`src/tsc_pkg.sv`:
```
`timescale 1ns / 1ps
// ----------------------------------------------------------------------------
// tsc_pkg
// Shared types, event codes and constants of the touch swipe classifier.
// ----------------------------------------------------------------------------
package tsc_pkg;

   localparam int unsigned POS_W   = 15;
   localparam int unsigned RAW_W   = 16;
   localparam int unsigned DELTA_W = 16;

   localparam logic [POS_W-1:0] THRESH_RESET = 15'd15;

   // Event codes on the result channel
   typedef enum logic [2:0] {
      EV_NONE   = 3'd0,
      EV_DOWN   = 3'd1,
      EV_UP     = 3'd2,
      EV_HELD   = 3'd3,
      EV_MOVE_X = 3'd4,
      EV_MOVE_Y = 3'd5
   } event_type;

   // One clamped touch sample
   typedef struct packed {
      logic             touched;
      logic [POS_W-1:0] x;
      logic [POS_W-1:0] y;
   } sample_type;

   // A raw coordinate with its top bit set reads as zero
   function automatic logic [POS_W-1:0] clamp_raw(input logic [RAW_W-1:0] raw);
      logic [POS_W-1:0] res;
      res = raw[RAW_W-1] ? '0 : raw[POS_W-1:0];
      return res;
   endfunction

endpackage

```
`src/tsc_channels.sv`:
```
`timescale 1ns / 1ps
// ----------------------------------------------------------------------------
// tsc channels
// Valid/ready channel interfaces for touch samples and classified events.
// ----------------------------------------------------------------------------
interface tsc_req_if;
   logic        valid;
   logic        ready;
   logic        touched;
   logic [15:0] raw_x;
   logic [15:0] raw_y;

   modport source (output valid, touched, raw_x, raw_y, input ready);
   modport sink   (input valid, touched, raw_x, raw_y, output ready);
endinterface

interface tsc_rsp_if;
   logic               valid;
   logic               ready;
   logic [2:0]         event_res;
   logic [14:0]        pos_x;
   logic [14:0]        pos_y;
   logic signed [15:0] delta;

   modport source (output valid, event_res, pos_x, pos_y, delta, input ready);
   modport sink   (input valid, event_res, pos_x, pos_y, delta, output ready);
endinterface

```
`src/tsc_in_stage.sv`:
```
`timescale 1ns / 1ps
// ----------------------------------------------------------------------------
// tsc_in_stage
// Input register: clamps raw coordinates and holds one sample for the
// classifier.
// ----------------------------------------------------------------------------
module tsc_in_stage (
   input  logic                  clock,
   input  logic                  reset,
   input  logic                  in_valid,
   output logic                  in_ready,
   input  logic                  in_touched,
   input  logic [15:0]           in_raw_x,
   input  logic [15:0]           in_raw_y,
   output logic                  out_valid,
   input  logic                  out_ready,
   output tsc_pkg::sample_type   out_sample
);

   logic                 valid_ff;
   logic                 valid_in;
   tsc_pkg::sample_type  sample_ff;
   tsc_pkg::sample_type  sample_in;
   logic                 take;

   // Accept when empty or when the held item moves on this cycle
   assign in_ready = !valid_ff || out_ready;
   assign take     = in_valid && in_ready;

   always_comb begin
      valid_in = valid_ff;
      if (take) begin
         valid_in = 1'b1;
      end else if (out_ready) begin
         valid_in = 1'b0;
      end
   end

   // Clamp coordinates on the way in
   always_comb begin
      sample_in.touched = in_touched;
      sample_in.x       = tsc_pkg::clamp_raw(in_raw_x);
      sample_in.y       = tsc_pkg::clamp_raw(in_raw_y);
   end

   always_ff @(posedge clock) begin
      if (reset) begin
         valid_ff <= 1'b0;
      end else begin
         valid_ff <= valid_in;
      end
   end

   always_ff @(posedge clock) begin
      if (take) begin
         sample_ff <= sample_in;
      end
   end

   assign out_valid  = valid_ff;
   assign out_sample = sample_ff;

endmodule

```
`src/tsc_classify.sv`:
```
`timescale 1ns / 1ps
// ----------------------------------------------------------------------------
// tsc_classify
// Gesture state and event classification, with the result register.
// ----------------------------------------------------------------------------
module tsc_classify (
   input  logic                 clock,
   input  logic                 reset,
   input  logic [14:0]          threshold,
   input  logic                 in_valid,
   output logic                 in_ready,
   input  tsc_pkg::sample_type  in_sample,
   output logic                 res_valid,
   input  logic                 res_ready,
   output tsc_pkg::event_type   res_event,
   output logic [14:0]          res_pos_x,
   output logic [14:0]          res_pos_y,
   output logic signed [15:0]   res_delta
);

   logic                 was_touched_ff, was_touched_in;
   logic [14:0]          anchor_x_ff, anchor_x_in;
   logic [14:0]          anchor_y_ff, anchor_y_in;
   logic [14:0]          shown_x_ff, shown_x_in;
   logic [14:0]          shown_y_ff, shown_y_in;
   logic                 valid_ff, valid_in;
   tsc_pkg::event_type   event_ff, event_in;
   logic signed [15:0]   delta_ff, delta_in;

   logic                 advance;
   logic                 take;
   logic signed [15:0]   dx;
   logic signed [15:0]   dy_neg;
   logic [14:0]          abs_dx;
   logic [14:0]          abs_dy;
   logic                 moved;

   // Result register frees up when empty or taken downstream
   assign advance  = !valid_ff || res_ready;
   assign take     = in_valid && advance;
   assign in_ready = advance;

   // Displacement from the anchor; magnitudes fit in 15 bits
   assign dx     = $signed({1'b0, in_sample.x}) - $signed({1'b0, anchor_x_ff});
   assign dy_neg = $signed({1'b0, anchor_y_ff}) - $signed({1'b0, in_sample.y});
   assign abs_dx = dx[15] ? 15'(-dx) : dx[14:0];
   assign abs_dy = dy_neg[15] ? 15'(-dy_neg) : dy_neg[14:0];
   assign moved  = (abs_dx > threshold) || (abs_dy > threshold);

   // Classify the sample and work out the next state
   always_comb begin
      was_touched_in = was_touched_ff;
      anchor_x_in    = anchor_x_ff;
      anchor_y_in    = anchor_y_ff;
      shown_x_in     = shown_x_ff;
      shown_y_in     = shown_y_ff;
      event_in       = tsc_pkg::EV_NONE;
      delta_in       = '0;
      if (take) begin
         was_touched_in = in_sample.touched;
         if (in_sample.touched && !was_touched_ff) begin
            event_in    = tsc_pkg::EV_DOWN;
            shown_x_in  = in_sample.x;
            shown_y_in  = in_sample.y;
            anchor_x_in = in_sample.x;
            anchor_y_in = in_sample.y;
         end else if (!in_sample.touched && was_touched_ff) begin
            event_in   = tsc_pkg::EV_UP;
            shown_x_in = in_sample.x;
            shown_y_in = in_sample.y;
         end else if (in_sample.touched) begin
            event_in   = tsc_pkg::EV_HELD;
            shown_x_in = in_sample.x;
            shown_y_in = in_sample.y;
            if (moved) begin
               // Ties go to the Y axis
               if (abs_dx > abs_dy) begin
                  event_in = tsc_pkg::EV_MOVE_X;
                  delta_in = dx;
               end else begin
                  event_in = tsc_pkg::EV_MOVE_Y;
                  delta_in = dy_neg;
               end
               anchor_x_in = in_sample.x;
               anchor_y_in = in_sample.y;
            end
         end
      end
   end

   always_comb begin
      valid_in = valid_ff;
      if (take) begin
         valid_in = 1'b1;
      end else if (res_ready) begin
         valid_in = 1'b0;
      end
   end

   // Hold gesture state and the valid flag
   always_ff @(posedge clock) begin
      if (reset) begin
         was_touched_ff <= 1'b0;
         anchor_x_ff    <= '0;
         anchor_y_ff    <= '0;
         shown_x_ff     <= '0;
         shown_y_ff     <= '0;
         valid_ff       <= 1'b0;
      end else begin
         was_touched_ff <= was_touched_in;
         anchor_x_ff    <= anchor_x_in;
         anchor_y_ff    <= anchor_y_in;
         shown_x_ff     <= shown_x_in;
         shown_y_ff     <= shown_y_in;
         valid_ff       <= valid_in;
      end
   end

   // Result payload
   always_ff @(posedge clock) begin
      if (take) begin
         event_ff <= event_in;
         delta_ff <= delta_in;
      end
   end

   assign res_valid = valid_ff;
   assign res_event = event_ff;
   assign res_pos_x = shown_x_ff;
   assign res_pos_y = shown_y_ff;
   assign res_delta = delta_ff;

endmodule

```
`src/touch_swipe_classifier.sv`:
```
`timescale 1ns / 1ps
// ----------------------------------------------------------------------------
// touch_swipe_classifier
// Turns touch-panel samples into press, release, held and swipe events.
// ----------------------------------------------------------------------------
// Every accepted sample yields exactly one event item, in order. An item
// passes an input register (coordinate clamp) and then the classifier with
// its result register. One item is taken every cycle while the result side
// keeps up; each stage stalls only when the stage after it is full.
// The move threshold (reset 15) is written through csr_we/csr_wdata and
// should only change while no item is in flight. Shown position and result
// register are both updated by the same transfer, so pos_x/pos_y belong to
// the item on the result channel.
module touch_swipe_classifier (
   input  logic        clock,
   input  logic        reset,
   tsc_req_if.sink     req,
   tsc_rsp_if.source   rsp,
   input  logic        csr_we,
   input  logic [14:0] csr_wdata
);

   logic [14:0]          threshold_ff;
   logic [14:0]          threshold_in;
   logic                 fwd_valid;
   logic                 back_ready;
   tsc_pkg::sample_type  sample;
   tsc_pkg::event_type   ev;

   // Threshold register
   assign threshold_in = csr_we ? csr_wdata : threshold_ff;

   always_ff @(posedge clock) begin
      if (reset) begin
         threshold_ff <= tsc_pkg::THRESH_RESET;
      end else begin
         threshold_ff <= threshold_in;
      end
   end

   tsc_in_stage u_in_stage (
      .clock      (clock),
      .reset      (reset),
      .in_valid   (req.valid),
      .in_ready   (req.ready),
      .in_touched (req.touched),
      .in_raw_x   (req.raw_x),
      .in_raw_y   (req.raw_y),
      .out_valid  (fwd_valid),
      .out_ready  (back_ready),
      .out_sample (sample)
   );

   tsc_classify u_classify (
      .clock     (clock),
      .reset     (reset),
      .threshold (threshold_ff),
      .in_valid  (fwd_valid),
      .in_ready  (back_ready),
      .in_sample (sample),
      .res_valid (rsp.valid),
      .res_ready (rsp.ready),
      .res_event (ev),
      .res_pos_x (rsp.pos_x),
      .res_pos_y (rsp.pos_y),
      .res_delta (rsp.delta)
   );

   assign rsp.event_res = 3'(ev);

endmodule

```
`src/flat_wrapper.sv`:
```
// flat-port wrapper written by rule: the top's interface ports become plain ports
module touch_swipe_classifier_flat 
  (clock, reset, csr_we, csr_wdata, req_valid, req_touched, req_raw_x, req_raw_y, req_ready, rsp_valid, rsp_event_res, rsp_pos_x, rsp_pos_y, rsp_delta, rsp_ready);
  tsc_req_if req_i ();
  tsc_rsp_if rsp_i ();
  input  logic clock;
  input  logic reset;
  input  logic csr_we;
  input  logic [14:0] csr_wdata;
  input wire logic [$bits(req_i.valid)-1:0] req_valid;
  input wire logic [$bits(req_i.touched)-1:0] req_touched;
  input wire logic [$bits(req_i.raw_x)-1:0] req_raw_x;
  input wire logic [$bits(req_i.raw_y)-1:0] req_raw_y;
  output wire logic [$bits(req_i.ready)-1:0] req_ready;
  output wire logic [$bits(rsp_i.valid)-1:0] rsp_valid;
  output wire logic [$bits(rsp_i.event_res)-1:0] rsp_event_res;
  output wire logic [$bits(rsp_i.pos_x)-1:0] rsp_pos_x;
  output wire logic [$bits(rsp_i.pos_y)-1:0] rsp_pos_y;
  output wire logic [$bits(rsp_i.delta)-1:0] rsp_delta;
  input wire logic [$bits(rsp_i.ready)-1:0] rsp_ready;
  assign req_i.valid = req_valid;
  assign req_i.touched = req_touched;
  assign req_i.raw_x = req_raw_x;
  assign req_i.raw_y = req_raw_y;
  assign req_ready = req_i.ready;
  assign rsp_valid = rsp_i.valid;
  assign rsp_event_res = rsp_i.event_res;
  assign rsp_pos_x = rsp_i.pos_x;
  assign rsp_pos_y = rsp_i.pos_y;
  assign rsp_delta = rsp_i.delta;
  assign rsp_i.ready = rsp_ready;
  touch_swipe_classifier u_core (.clock(clock), .reset(reset), .req(req_i), .rsp(rsp_i), .csr_we(csr_we), .csr_wdata(csr_wdata));
endmodule
```
`config.mk`:
```
export PLATFORM = sky130hd
export DESIGN_NAME = touch_swipe_classifier_flat
export DESIGN_NICKNAME = d
export VERILOG_FILES = /design/src/tsc_pkg.sv /design/src/tsc_channels.sv /design/src/tsc_in_stage.sv /design/src/tsc_classify.sv /design/src/touch_swipe_classifier.sv /design/src/flat_wrapper.sv
export SDC_FILE = /design/constraint.sdc
export NUM_CORES = 1
export LEC_CHECK = 0
export BUFFER_PORTS_ARGS = -buffer_cell sky130_fd_sc_hd__buf_2
export CORE_ASPECT_RATIO = 1.25
export CORE_MARGIN = 2
export CORE_UTILIZATION = 59
export DETAILED_ROUTE_END_ITERATION = 7
export PLACE_DENSITY = 0.81
export REMOVE_ABC_BUFFERS = 1
export SYNTH_ARGS = -nofsm -noshare
export SYNTH_HDL_FRONTEND = slang
export SYNTH_SLANG_ARGS = --single-unit
export TNS_END_PERCENT = 10
```
`constraint.sdc`:
```
create_clock -name clock -period 5.07 [get_ports clock]
set_input_delay 1.014 -clock clock [delete_from_list [all_inputs] [get_ports clock]]
set_output_delay 1.014 -clock clock [all_outputs]
set_load 0.01 [all_outputs]
```
==> run metrics, run 1 <==
Die Wd roughly 110 um; RSZ-0062 raised after global routing no; Die H between 100 and 150 um; Slew Limit Fails 0; Setup Slack @ Placement -0.0110 ns; drt pass-1 iters 5; Global Route Usage Sum between 20% and 30%; Final setup viols 0; Inserted Clock Buffers 17; adder-cell share of the synthesized area between 10% and 20%; Arrival @ worst endpoint 4.91 ns; Switch Pwr ~1.4 mW; Hold Crit Class flop to flop; Finished Layout Cells roughly 1200; Final nets 1176; RD Place Congestion between 0.9 and 1; Yosys warnings 0; layout cells sized above 1 19.7%; most common cell after layout, fill and taps aside nand2_1; Cell Rows between 40 and 50; minimum clock period around 4.8 ns; top cells by area, synth dfxtp_1 (19%), edfxtp_1 (18%), ha_1 (12%), nand2_1 (6.8%), mux2i_1 (6.5%); number of synthesized flops with an enable pin 50; first-pass GRT wire length between 30000 and 40000 um; mux contribution to synthesized area under 10%; synthesized flop and latch total 128; Leakage Power about 4.3 nW; largest net degree at the start of global routing between 60 and 70; status finished clean; Worst Skew ~0.008 ns; Max-slew headroom about 36%; worst setup margin ~0.31 ns; Crit Path Max Fanout 11; CP endpoint kind flop; Avg Cell Area, Syn 8.99 um2; WL final between 15000 and 20000 um; Layout area overhead 18.3%; cell area after synthesis a little over 8000 um2; Max Freq roughly 0.21 GHz; Initial Util ~60%; ys flop type dfxtp_1; clock buffer depth 2; combinational family with the most area after synthesis simple AND/OR/NAND/NOR gates; port bufs between 100 and 150; sequential fraction of the synthesis area a little under two fifths; Clock Power Share 30.7%; Cell variety after synth 66; Peak supply drop between 300 and 400 uV; Synth top area share between 10% and 20%; setup TNS 0 ns; Worst-Skew Late Latency ~0.42 ns; post-synth top area cell dfxtp_1; simple-gate share of the synthesized area 17.7%; commonest cells after routing, fill and taps aside nand2_1 (149), buf_2 (103), ha_1 (80), dfxtp_1 (78), inv_1 (70); worst setup path category flop to flop; Compound-Gate Fraction of Synth Area ~15%; vias in the first global route about 6500; initial antenna violation count 0; Worst setup SP type flop; Power, Total between 4 and 5 mW; DP HPWL between 10000 and 15000 um; Max-Cap Viols 0; via count around 6800; clock sink count about 130; Reg power frac between 20% and 30%; ANT cells 0; Int Pwr about 2.6 mW; DP Cell Count 1194; Initial DRC Count around 330; CORE AREA 13800 um2; Root Driver clkbuf_16; WP data required between 5 and 6 ns; CTS tree yes; Routed WL per cell about 15 um; GRT Residual Overflow 0; actual transition at the worst max-transition pin 0.961 ns; Vias/cell approximately 5.5; Final Hold Vio Count 0; DRC 0; XOR/XNOR Fraction of Synth Area just over 6%; switch share roughly 35%; part of the cycle the worst path needs 93.8%; boundary pin count about 100; Syn Inst Count a little over 900; Antenna Violating Nets Remaining 0; die footprint 15000 um2; FFs w/ async S/R, synth 0%; clock-pin slew on the worst setup and hold paths approximately 0.060 ns; cell area power density 410 nW/um2; number of H-tree levels 4; Gate power share between 30% and 40%
[Yosys cell counts (5+ instances only)]
library cell,instances
edfxtp_1,50
dfxtp_1,78
nand2b_1,6
o21a_1,7
inv_1,70
o211ai_1,8
mux2i_1,54
o21bai_1,5
a21oi_1,69
xnor2_1,43
o21ai_0,24
xor2_1,15
nor2b_1,40
nand4_1,10
nor3_1,7
clkbuf_1,26
ha_1,80
nor2_2,7
a211oi_1,5
nor2_1,59
nand3_1,8
a21o_1,24
nand2_1,149
[power groups by stage]
stage	logic, mW	registers [mW]	clock network, mW
finish	1.60	1.18	1.23
global route	1.77	1.19	1.29
CTS	1.54	1.18	1.24
detailed placement	1.53	1.20	0
global placement	1.49	1.20	0
floorplan	1.09	1.21	0
[worst paths after layout]
path	startpoint	end	slack (ns)	cells past startpoint
setup / recovery	u_core.u_in_stage.out_sample[15]	u_core.u_classify.res_delta[4]	0.31	19
hold / removal	u_core.u_classify.res_pos_x[0]	u_core.u_classify.res_pos_x[0]	0.45	2
setup reg to reg	u_core.u_in_stage.out_sample[15]	u_core.u_classify.res_delta[4]	0.31	19
hold reg to reg	u_core.u_classify.res_pos_x[0]	u_core.u_classify.res_pos_x[0]	0.45	2
[registers in the layout (all words and copies together) (netlist names)]
| register | cells |
|---|---|
| u_core.threshold_ff | 15 |
| u_core.u_classify.anchor_x_ff | 15 |
| u_core.u_classify.anchor_y_ff | 15 |
| u_core.u_classify.res_delta | 16 |
| u_core.u_classify.res_event | 3 |
| u_core.u_classify.res_pos_x | 15 |
| u_core.u_classify.res_pos_y | 15 |
| u_core.u_classify.res_valid | 1 |
| u_core.u_classify.was_touched_ff | 1 |
| u_core.u_in_stage.out_sample | 31 |
| u_core.u_in_stage.out_valid | 1 |
[per-layer routing]
metal	vias to the layer above	global-route usage, %	wire (um)
li1	3419	-	-
met1	3149	31.3	7920
met2	178	44.2	9130
met3	36	5.32	825
met4	0	10.8	581
met5	-	0	0
[critical path, cell delays in order (launching register included)]
cell and delay, ns:
edfxtp_1 0.41, inv_1 0.07, ha_1 0.16, inv_1 0.06
fa_1 0.41, a21o_1 0.23, a311o_1 0.40, a211oi_2 0.29
xnor2_2 0.15, nor2_2 0.14, inv_1 0.07, o31ai_2 0.25
xor2_1 0.23, ha_1 0.28, a21o_1 0.18, a21o_1 0.17
a21oi_1 0.32, a21oi_4 0.22, mux2i_1 0.35, nor2_1 0.10
[cell families (layout without fill, tap and decap cells)]
| group | count (synthesis) | after routing |
|---|---|---|
| DFF | 128 | 128 |
| adders and majority gates | 82 | 82 |
| buffers and inverters | 105 | 237 |
| muxes | 55 | 55 |
| xor gates and xnor gates | 58 | 58 |
| AOI/OAI and AO/OA | 182 | 183 |
| and+or+nand+nor | 311 | 311 |
[stage by stage]
step           area [um2]  hold slack (ns)  util (%)
3_5_place_dp         9120            0.443      66.3
6_report             9790            0.449      71.2
3_3_place_gp         9120            0.439      66.3
2_1_floorplan        8130            0.435         -
5_1_grt              9790            0.469      71.2
4_1_cts              9730            0.451      70.7
[final cells by class]
type	count	area, um2
multi-input cells	689	4870
fillers	1100	3960
flip-flops and latches	128	3060
repair buffers	134	773
clock buffers	17	425
inverters	71	267
well taps	175	219
clock inverters	15	170
[repair_timing]
action | 4_1_cts | 5_1_grt
gates resized for setup | 1 | 10
buffers inserted | 0 | 2
endpoints found under the setup margin | 5 | 48
pin swaps | 0 | 6
cloned | 0 | 1
hold buffers | 0 | 0
Note: power is estimated with default switching activity, not from simulation.
==> run 2, diff against run 1 <==
--- a/config.mk
+++ b/config.mk
@@ -10,9 +10,11 @@
 export CORE_MARGIN = 2
 export CORE_UTILIZATION = 59
 export DETAILED_ROUTE_END_ITERATION = 7
+export HOLD_SLACK_MARGIN = 0.12
 export PLACE_DENSITY = 0.81
 export REMOVE_ABC_BUFFERS = 1
 export SYNTH_ARGS = -nofsm -noshare
 export SYNTH_HDL_FRONTEND = slang
+export SYNTH_HIERARCHICAL = 1
 export SYNTH_SLANG_ARGS = --single-unit
 export TNS_END_PERCENT = 10
==> run 2 against run 1 <==
  * Critical path depth is 1 lower
  * Sequential share of layout area is 1.0 points lower
  * Synthesized cell count is 1.8% higher
  * Sequential power hardly changed
  * Routed wire length is 6.8% higher
  * Via count is 3.3% higher
  * First-iteration DRC count is 12% higher
  * Clock power is 5% higher
  * Fmax is 0.19% lower
  * Global-route usage is 0.91 points lower
  * Final area is 3.4% higher
  * Die area is 3.7% higher
  * Critical path type unchanged
==> run metrics, run 2 <==
Yosys warnings 6; Crit Path Max Fanout 9; Worst setup SP type flop; GRT Residual Overflow 0; Final setup viols 0; multi-input logic area around 5000 um2; Initial Util between 60% and 70%; Arrival @ worst endpoint between 5 and 6 ns; Clock Power Share about 32%; Inserted Clock Buffers 17; Int Pwr between 2 and 3 mW; setup TNS 0 ns; Max Freq between 0.2 and 0.25 GHz; Cell Rows around 50; part of the cycle the worst path needs approximately 94%; Avg Cell Area, Syn approximately 9 um2; Switch Pwr 1.38 mW; Slew Limit Fails 0; DRC 0; number of H-tree levels 4; commonest cells after routing, fill and taps aside buf_2 (103), nand2_1 (87), ha_1 (81), dfxtp_1 (78), inv_1 (70); layout cells sized above 1 19.7%; Finished Layout Cells around 1200; post-synth top area cell dfxtp_1; Peak supply drop 355 uV; CP max-delay cell or3_4; Largest register FFs 31; Register-to-Register Path Depth 18; CP endpoint kind flop; status finished clean; Gate power share between 30 and 40%; WHS Endpoint u_core/u_classify/res_pos_y[4]; Leakage Power about 4.4 nW; boundary pin count 104; clock sink count approximately 130; Largest stage delay, worst path between 0.4 and 0.5 ns; switch share 34.0%; CP Cell Sequence inv_1 > ha_1 > nor2b_1 > o21ai_1 > or3b_1 > and2_1 > or3_4 > nor4b_4 > a31oi_1 > xnor2_1 > ha_1 > nand4_1 > or2_2 > a31oi_1 > a21oi_1 > or3_4 > buf_12 > a211oi_1; cell area power density about 400 nW/um2; synthesized flop and latch total 128; first-pass GRT wire length approximately 32000 um; cell area after synthesis 8590 um2; reg2reg start u_core/u_in_stage/out_sample[1]; Syn Inst Count 938; CORE AREA 14300 um2; layer with the highest usage met2; hold_ws 0.450 ns; Cell variety after synth between 60 and 70; Final Hold Vio Count 0; Max-slew headroom a little over two fifths; top cells by area, synth dfxtp_1 (18%), edfxtp_1 (17%), ha_1 (12%), mux2i_1 (6.2%), nand2b_1 (5.0%); # fillers 1100; die footprint 15500 um2; WP data required 5.32 ns; met3 GRT Util 5.24%; Vias/cell 5.66; actual transition at the worst max-transition pin around 0.87 ns; CTS tree yes; Initial DRC Count between 300 and 400; port bufs a little over 100; initial antenna violation count 0; Hold Crit Start u_core/u_classify/res_pos_y[4]; crit path buf inv count 2; DP HPWL about 14000 um; Antenna Violating Nets Remaining 0; critical path's top delay family simple AND/OR/NAND/NOR gates; Worst Skew 0.0123 ns; top cells by count, synth nand2_1 (87), ha_1 (81), dfxtp_1 (78), inv_1 (70), nand2b_1 (68); clock-pin slew on the worst setup and hold paths 0.06 ns; DP Cell Count between 1000 and 1500; Global Route Usage Sum about 25%; vias in the first global route about 6800; RD Place Congestion around 1; sequential cell area ~3100 um2; hold depth 2; number of synthesized flops with an enable pin 50; Reg power frac 29.4%; minimum clock period 4.77 ns; fin util 70.9%; Layout area overhead 17.9%; ys flop type dfxtp_1; Root Driver clkbuf_16; met1 usage around 31%; most frequent cell after synthesis nand2_1; WL final slightly below 20000 um; Synth top area share a little under a fifth; met2 Use GR about two fifths; sequential fraction of the synthesis area 35.7%; Power, Total 4.04 mW; Max-Cap Viols 0; Die H roughly 140 um; Routed WL per cell 15.9 um; clock buffer depth 2; largest net degree at the start of global routing 71; R2R Path End u_core/u_classify/res_delta[2]; Hold Crit Class flop to flop; most common cell after layout, fill and taps aside buf_2; reg-to-reg slack, setup between 0.3 and 0.4 ns; Die Wd around 110 um; FFs w/ async S/R, synth 0%; Final nets roughly 1200; Worst-Skew Late Latency around 0.42 ns; via count 7009; ANT cells 0; worst setup path category flop to flop; drt pass-1 iters 5
-- run 2: changes by cell type after synthesis, moves of 6 or more --
cell      change
and2b_2       +6
xnor2_1       -6
nand3_1       +7
nand2_1      -62
nor2b_1      -15
a211oi_1      +7
xor2_1        +6
nor2_1       -13
o21ai_0       -9
a211o_1       +6
o211ai_1      -7
nand2b_1     +62
nor2_2        -7
nor2b_2      +14
-- run 2: logic make-up (layout without fill, tap and decap cells) --
| logic type | after synthesis | in the layout | share of synthesized area (%) |
|---|---|---|---|
| buffers and inverters | 111 | 234 | 5.55 |
| flip-flops | 128 | 128 | 35.7 |
| XOR/XNOR | 58 | 58 | 5.91 |
| AND/OR/NAND/NOR | 327 | 327 | 20.8 |
| multiplexers | 53 | 53 | 6.18 |
| adder cells (fa/ha/maj) | 83 | 83 | 12.3 |
| AO/OA/AOI/OAI | 178 | 178 | 13.6 |
-- run 2: metrics by stage --
step	instance area [um2]	setup WS, ns
finish	10100	0.303
global route	10100	-0.0156
CTS	9970	0.174
detailed placement	9340	0.191
global placement	9340	0.360
floorplan	8380	-0.772
-- run 2: what timing repair did --
item,4_1_cts,5_1_grt
endpoints found under the setup margin,0,48
hold buffers,0,0
gates resized for setup,0,13
buffers inserted,0,1
-- run 2: metal layers --
metal  up-vias  share of wire, %
li1       3483                 -
met5         -                 0
met4         0               3.5
met3        47               5.0
met1      3273                43
met2       206                48
-- run 2: area by class of cell --
cell class	count	share of cell area (%)
multi-input cells	699	50.7
flip-flops and latches	128	30.2
repair buffers	132	7.99
clock buffers	20	4.72
inverters	70	2.59
well taps	178	2.20
clock inverters	12	1.51
-- run 2: worst max path at each step --
stage                                            end  slack (ns)  cells after the start                        startpoint
floorplan           u_core/u_classify/anchor_x_ff[0]       -0.77                     20  u_core/u_in_stage/out_sample[15]
global placement     u_core/u_classify/res_delta[14]        0.36                     21  u_core/u_in_stage/out_sample[15]
detailed placement   u_core/u_classify/res_delta[14]        0.19                     21  u_core/u_in_stage/out_sample[15]
CTS                  u_core/u_classify/res_delta[14]        0.17                     21  u_core/u_in_stage/out_sample[15]
global route          u_core/u_classify/res_delta[8]       -0.02                     18   u_core/u_in_stage/out_sample[1]
finish                u_core/u_classify/res_delta[2]        0.30                     18   u_core/u_in_stage/out_sample[1]
-- run 2: power by group through the flow --
stage	clock (mW)	combinational [mW]	sequential [mW]
global route	1.35	1.72	1.20
detailed placement	0	1.49	1.21
finish	1.29	1.56	1.19
global placement	0	1.46	1.21
CTS	1.31	1.50	1.19
floorplan	0	1.04	1.21
-- run 2: worst min-delay path, stage by stage (launching register included) --
cell,delay [ns]
dfxtp_1,0.30
nand2_1,0.05
a21oi_1,0.05
==> run 3, diff against run 2 <==
--- a/config.mk
+++ b/config.mk
@@ -12,6 +12,7 @@
 export DETAILED_ROUTE_END_ITERATION = 7
 export HOLD_SLACK_MARGIN = 0.12
 export PLACE_DENSITY = 0.81
+export RECOVER_POWER = 25
 export REMOVE_ABC_BUFFERS = 1
 export SYNTH_ARGS = -nofsm -noshare
 export SYNTH_HDL_FRONTEND = slang
==> constraint.sdc (replaced) <==
create_clock -name clock -period 5.2 [get_ports clock]
set_input_delay 1.04 -clock clock [delete_from_list [all_inputs] [get_ports clock]]
set_output_delay 1.04 -clock clock [all_outputs]
set_load 0.01 [all_outputs]
==> run 3 against run 2 <==
  * The run now ends with max-capacitance violations, max-slew violations left
  * Sequential cell count did not move
  * Clock power fell by 12%
  * Power fell by 4.2%
  * Via count fell by 1.0%
  * Sequential power barely moved
  * Sequential share of layout area fell by 0.25 points
  * Core utilization rose by 0.59 points
  * Worst setup slack got worse by 0.090 ns
  * Final area rose by 0.83%
  * First-iteration DRC count rose by 2.1%
  * Combinational power barely moved
  * Largest cell class unchanged
==> run metrics, run 3 (same netlist as run 2, synthesis figures left out) <==
minimum clock period 4.99 ns; Vias/cell 5.48; Worst setup SP type flop; Leakage Power 4.44 nW; fin util between 70% and 80%; most common cell after layout, fill and taps aside buf_2; drt pass-1 iters 5; Global Route Usage Sum roughly a quarter; Cell Rows 49; Hold Crit Class flop to flop; commonest cells after routing, fill and taps aside buf_2 (97), nand2_1 (87), ha_1 (80), dfxtp_1 (78), inv_1 (70); vias in the first global route approximately 6900; Final nets around 1200; Routed WL per cell 15.2 um; via count ~6900; Final setup viols 0; CP Cell Sequence inv_1 > ha_1 > nor2b_1 > o21ai_1 > or3b_1 > and2_1 > or3_4 > nor4b_4 > a31oi_1 > buf_4 > xnor2_1 > ha_1 > nand4_1 > nor2_1 > o31ai_1 > a31oi_1 > a21oi_1 > or3_1 > buf_12 > a211oi_2; # fillers between 1000 and 1500; Initial Util roughly three fifths; Initial DRC Count about 380; DRC 0; Root Driver clkbuf_16; cell area power density around 380 nW/um2; Worst-Skew Late Latency ~0.42 ns; clock buffer depth 2; Finished Layout Cells about 1300; Antenna Violating Nets Remaining 0; Die H between 100 and 150 um; CORE AREA between 10000 and 15000 um2; Largest stage delay, worst path ~0.42 ns; clock sink count between 100 and 150; CP endpoint kind flop; actual transition at the worst max-transition pin about 1.9 ns; Setup Slack @ Placement between 0.05 and 0.06 ns; Gate power share around two fifths; Largest register FFs 31; Crit Path Max Fanout 10; port bufs around 100; Die Wd 112 um; WP data required ~5.4 ns; worst setup path category flop to flop; Max-Cap Viols 2; Max-slew headroom -27.7%; CTS tree yes; GRT Residual Overflow 0; Max Freq roughly 0.20 GHz; failing checks max-capacitance violations, max-slew violations; Final Hold Vio Count 0; largest net degree at the start of global routing 59; boundary pin count approximately 100; number of H-tree levels 4; ANT cells 0; CP max-delay cell or3_4; crit path buf inv count 3; part of the cycle the worst path needs 95.9%; status complete, but fails checks; Layout area overhead 18.9%; Arrival @ worst endpoint between 5 and 6 ns; Slew Limit Fails 84; DP HPWL 14100 um; Worst Skew roughly 0.0094 ns; CTS Hold Bufs 0; WL final between 15000 and 20000 um; Int Pwr ~2.5 mW; Switch Pwr 1.33 mW; initial antenna violation count 0; layout cells sized above 1 21.1%; Clock Power Share between 20 and 30%; Reg power frac between 20 and 30%; DP Cell Count approximately 1200; die footprint between 15000 and 20000 um2; switch share between 30% and 40%; clock-pin slew on the worst setup and hold paths roughly 0.050 ns; first-pass GRT wire length 31700 um; Inserted Clock Buffers 17; Peak supply drop between 200 and 250 uV; RD Place Congestion approximately 0.93; critical path's top delay family simple AND/OR/NAND/NOR gates; worst setup margin 0.214 ns
run 3: per-layer routing:
metal	vias up	share of wire (%)	GRT usage [%]
met5	-	0	0
met4	0	2.9	10.8
met3	39	3.7	4.55
met2	162	49	43.4
met1	3206	44	30.4
li1	3530	-	-
run 3: path summary, 6_finish.rpt:
kind	slack [ns]	depth (start not counted)	end	from
max	0.21	20	u_core/u_classify/res_delta[7]	u_core/u_in_stage/out_sample[1]
min	0.45	2	u_core/u_classify/res_pos_y[6]	u_core/u_classify/res_pos_y[6]
min reg2reg	0.45	2	u_core/u_classify/res_pos_y[6]	u_core/u_classify/res_pos_y[6]
max reg2reg	0.21	20	u_core/u_classify/res_delta[7]	u_core/u_in_stage/out_sample[1]
run 3: tightest hold or removal path: stages, from the launching register on:
cell and delay, ns:
dfxtp_1 0.30, nand2_1 0.05, a21oi_1 0.05
run 3: timing repair:
action	in CTS	in global routing
gates resized for setup	1	17
buffers inserted	0	3
endpoints found under the setup margin	1	47
pin swaps	0	6
run 3: layout make-up:
type	instances	area, um2	area share (%)
timing repair buffer	158	942	9.23
multi-input combinational	699	5160	50.5
tap	178	223	2.18
clock buffer	23	479	4.69
sequential	128	3060	30.0
inverter	70	263	2.57
clock inverter	9	81.3	0.797
run 3: metrics by stage:
| step | TNS [ns] | hold WS (ns) | cell area, um2 | total power [mW] |
|---|---|---|---|---|
| after detailed placement | 0 | 0.443 | 9550 | 2.68 |
| final | 0 | 0.449 | 10200 | 3.87 |
| after global routing | -0.0122 | 0.479 | 10200 | 4.10 |
| after global placement | 0 | 0.440 | 9550 | 2.65 |
| after CTS | 0 | 0.451 | 10100 | 3.84 |
| after floorplan | -19.26 | 0.448 | 8380 | 2.20 |
run 3: power groups by stage:
stage | sequential [mW] | combinational (mW) | clock [mW]
detailed placement | 1.18 | 1.51 | 0
global route | 1.16 | 1.74 | 1.19
CTS | 1.16 | 1.53 | 1.15
finish | 1.16 | 1.58 | 1.13
floorplan | 1.18 | 1.02 | 0
global placement | 1.18 | 1.47 | 0
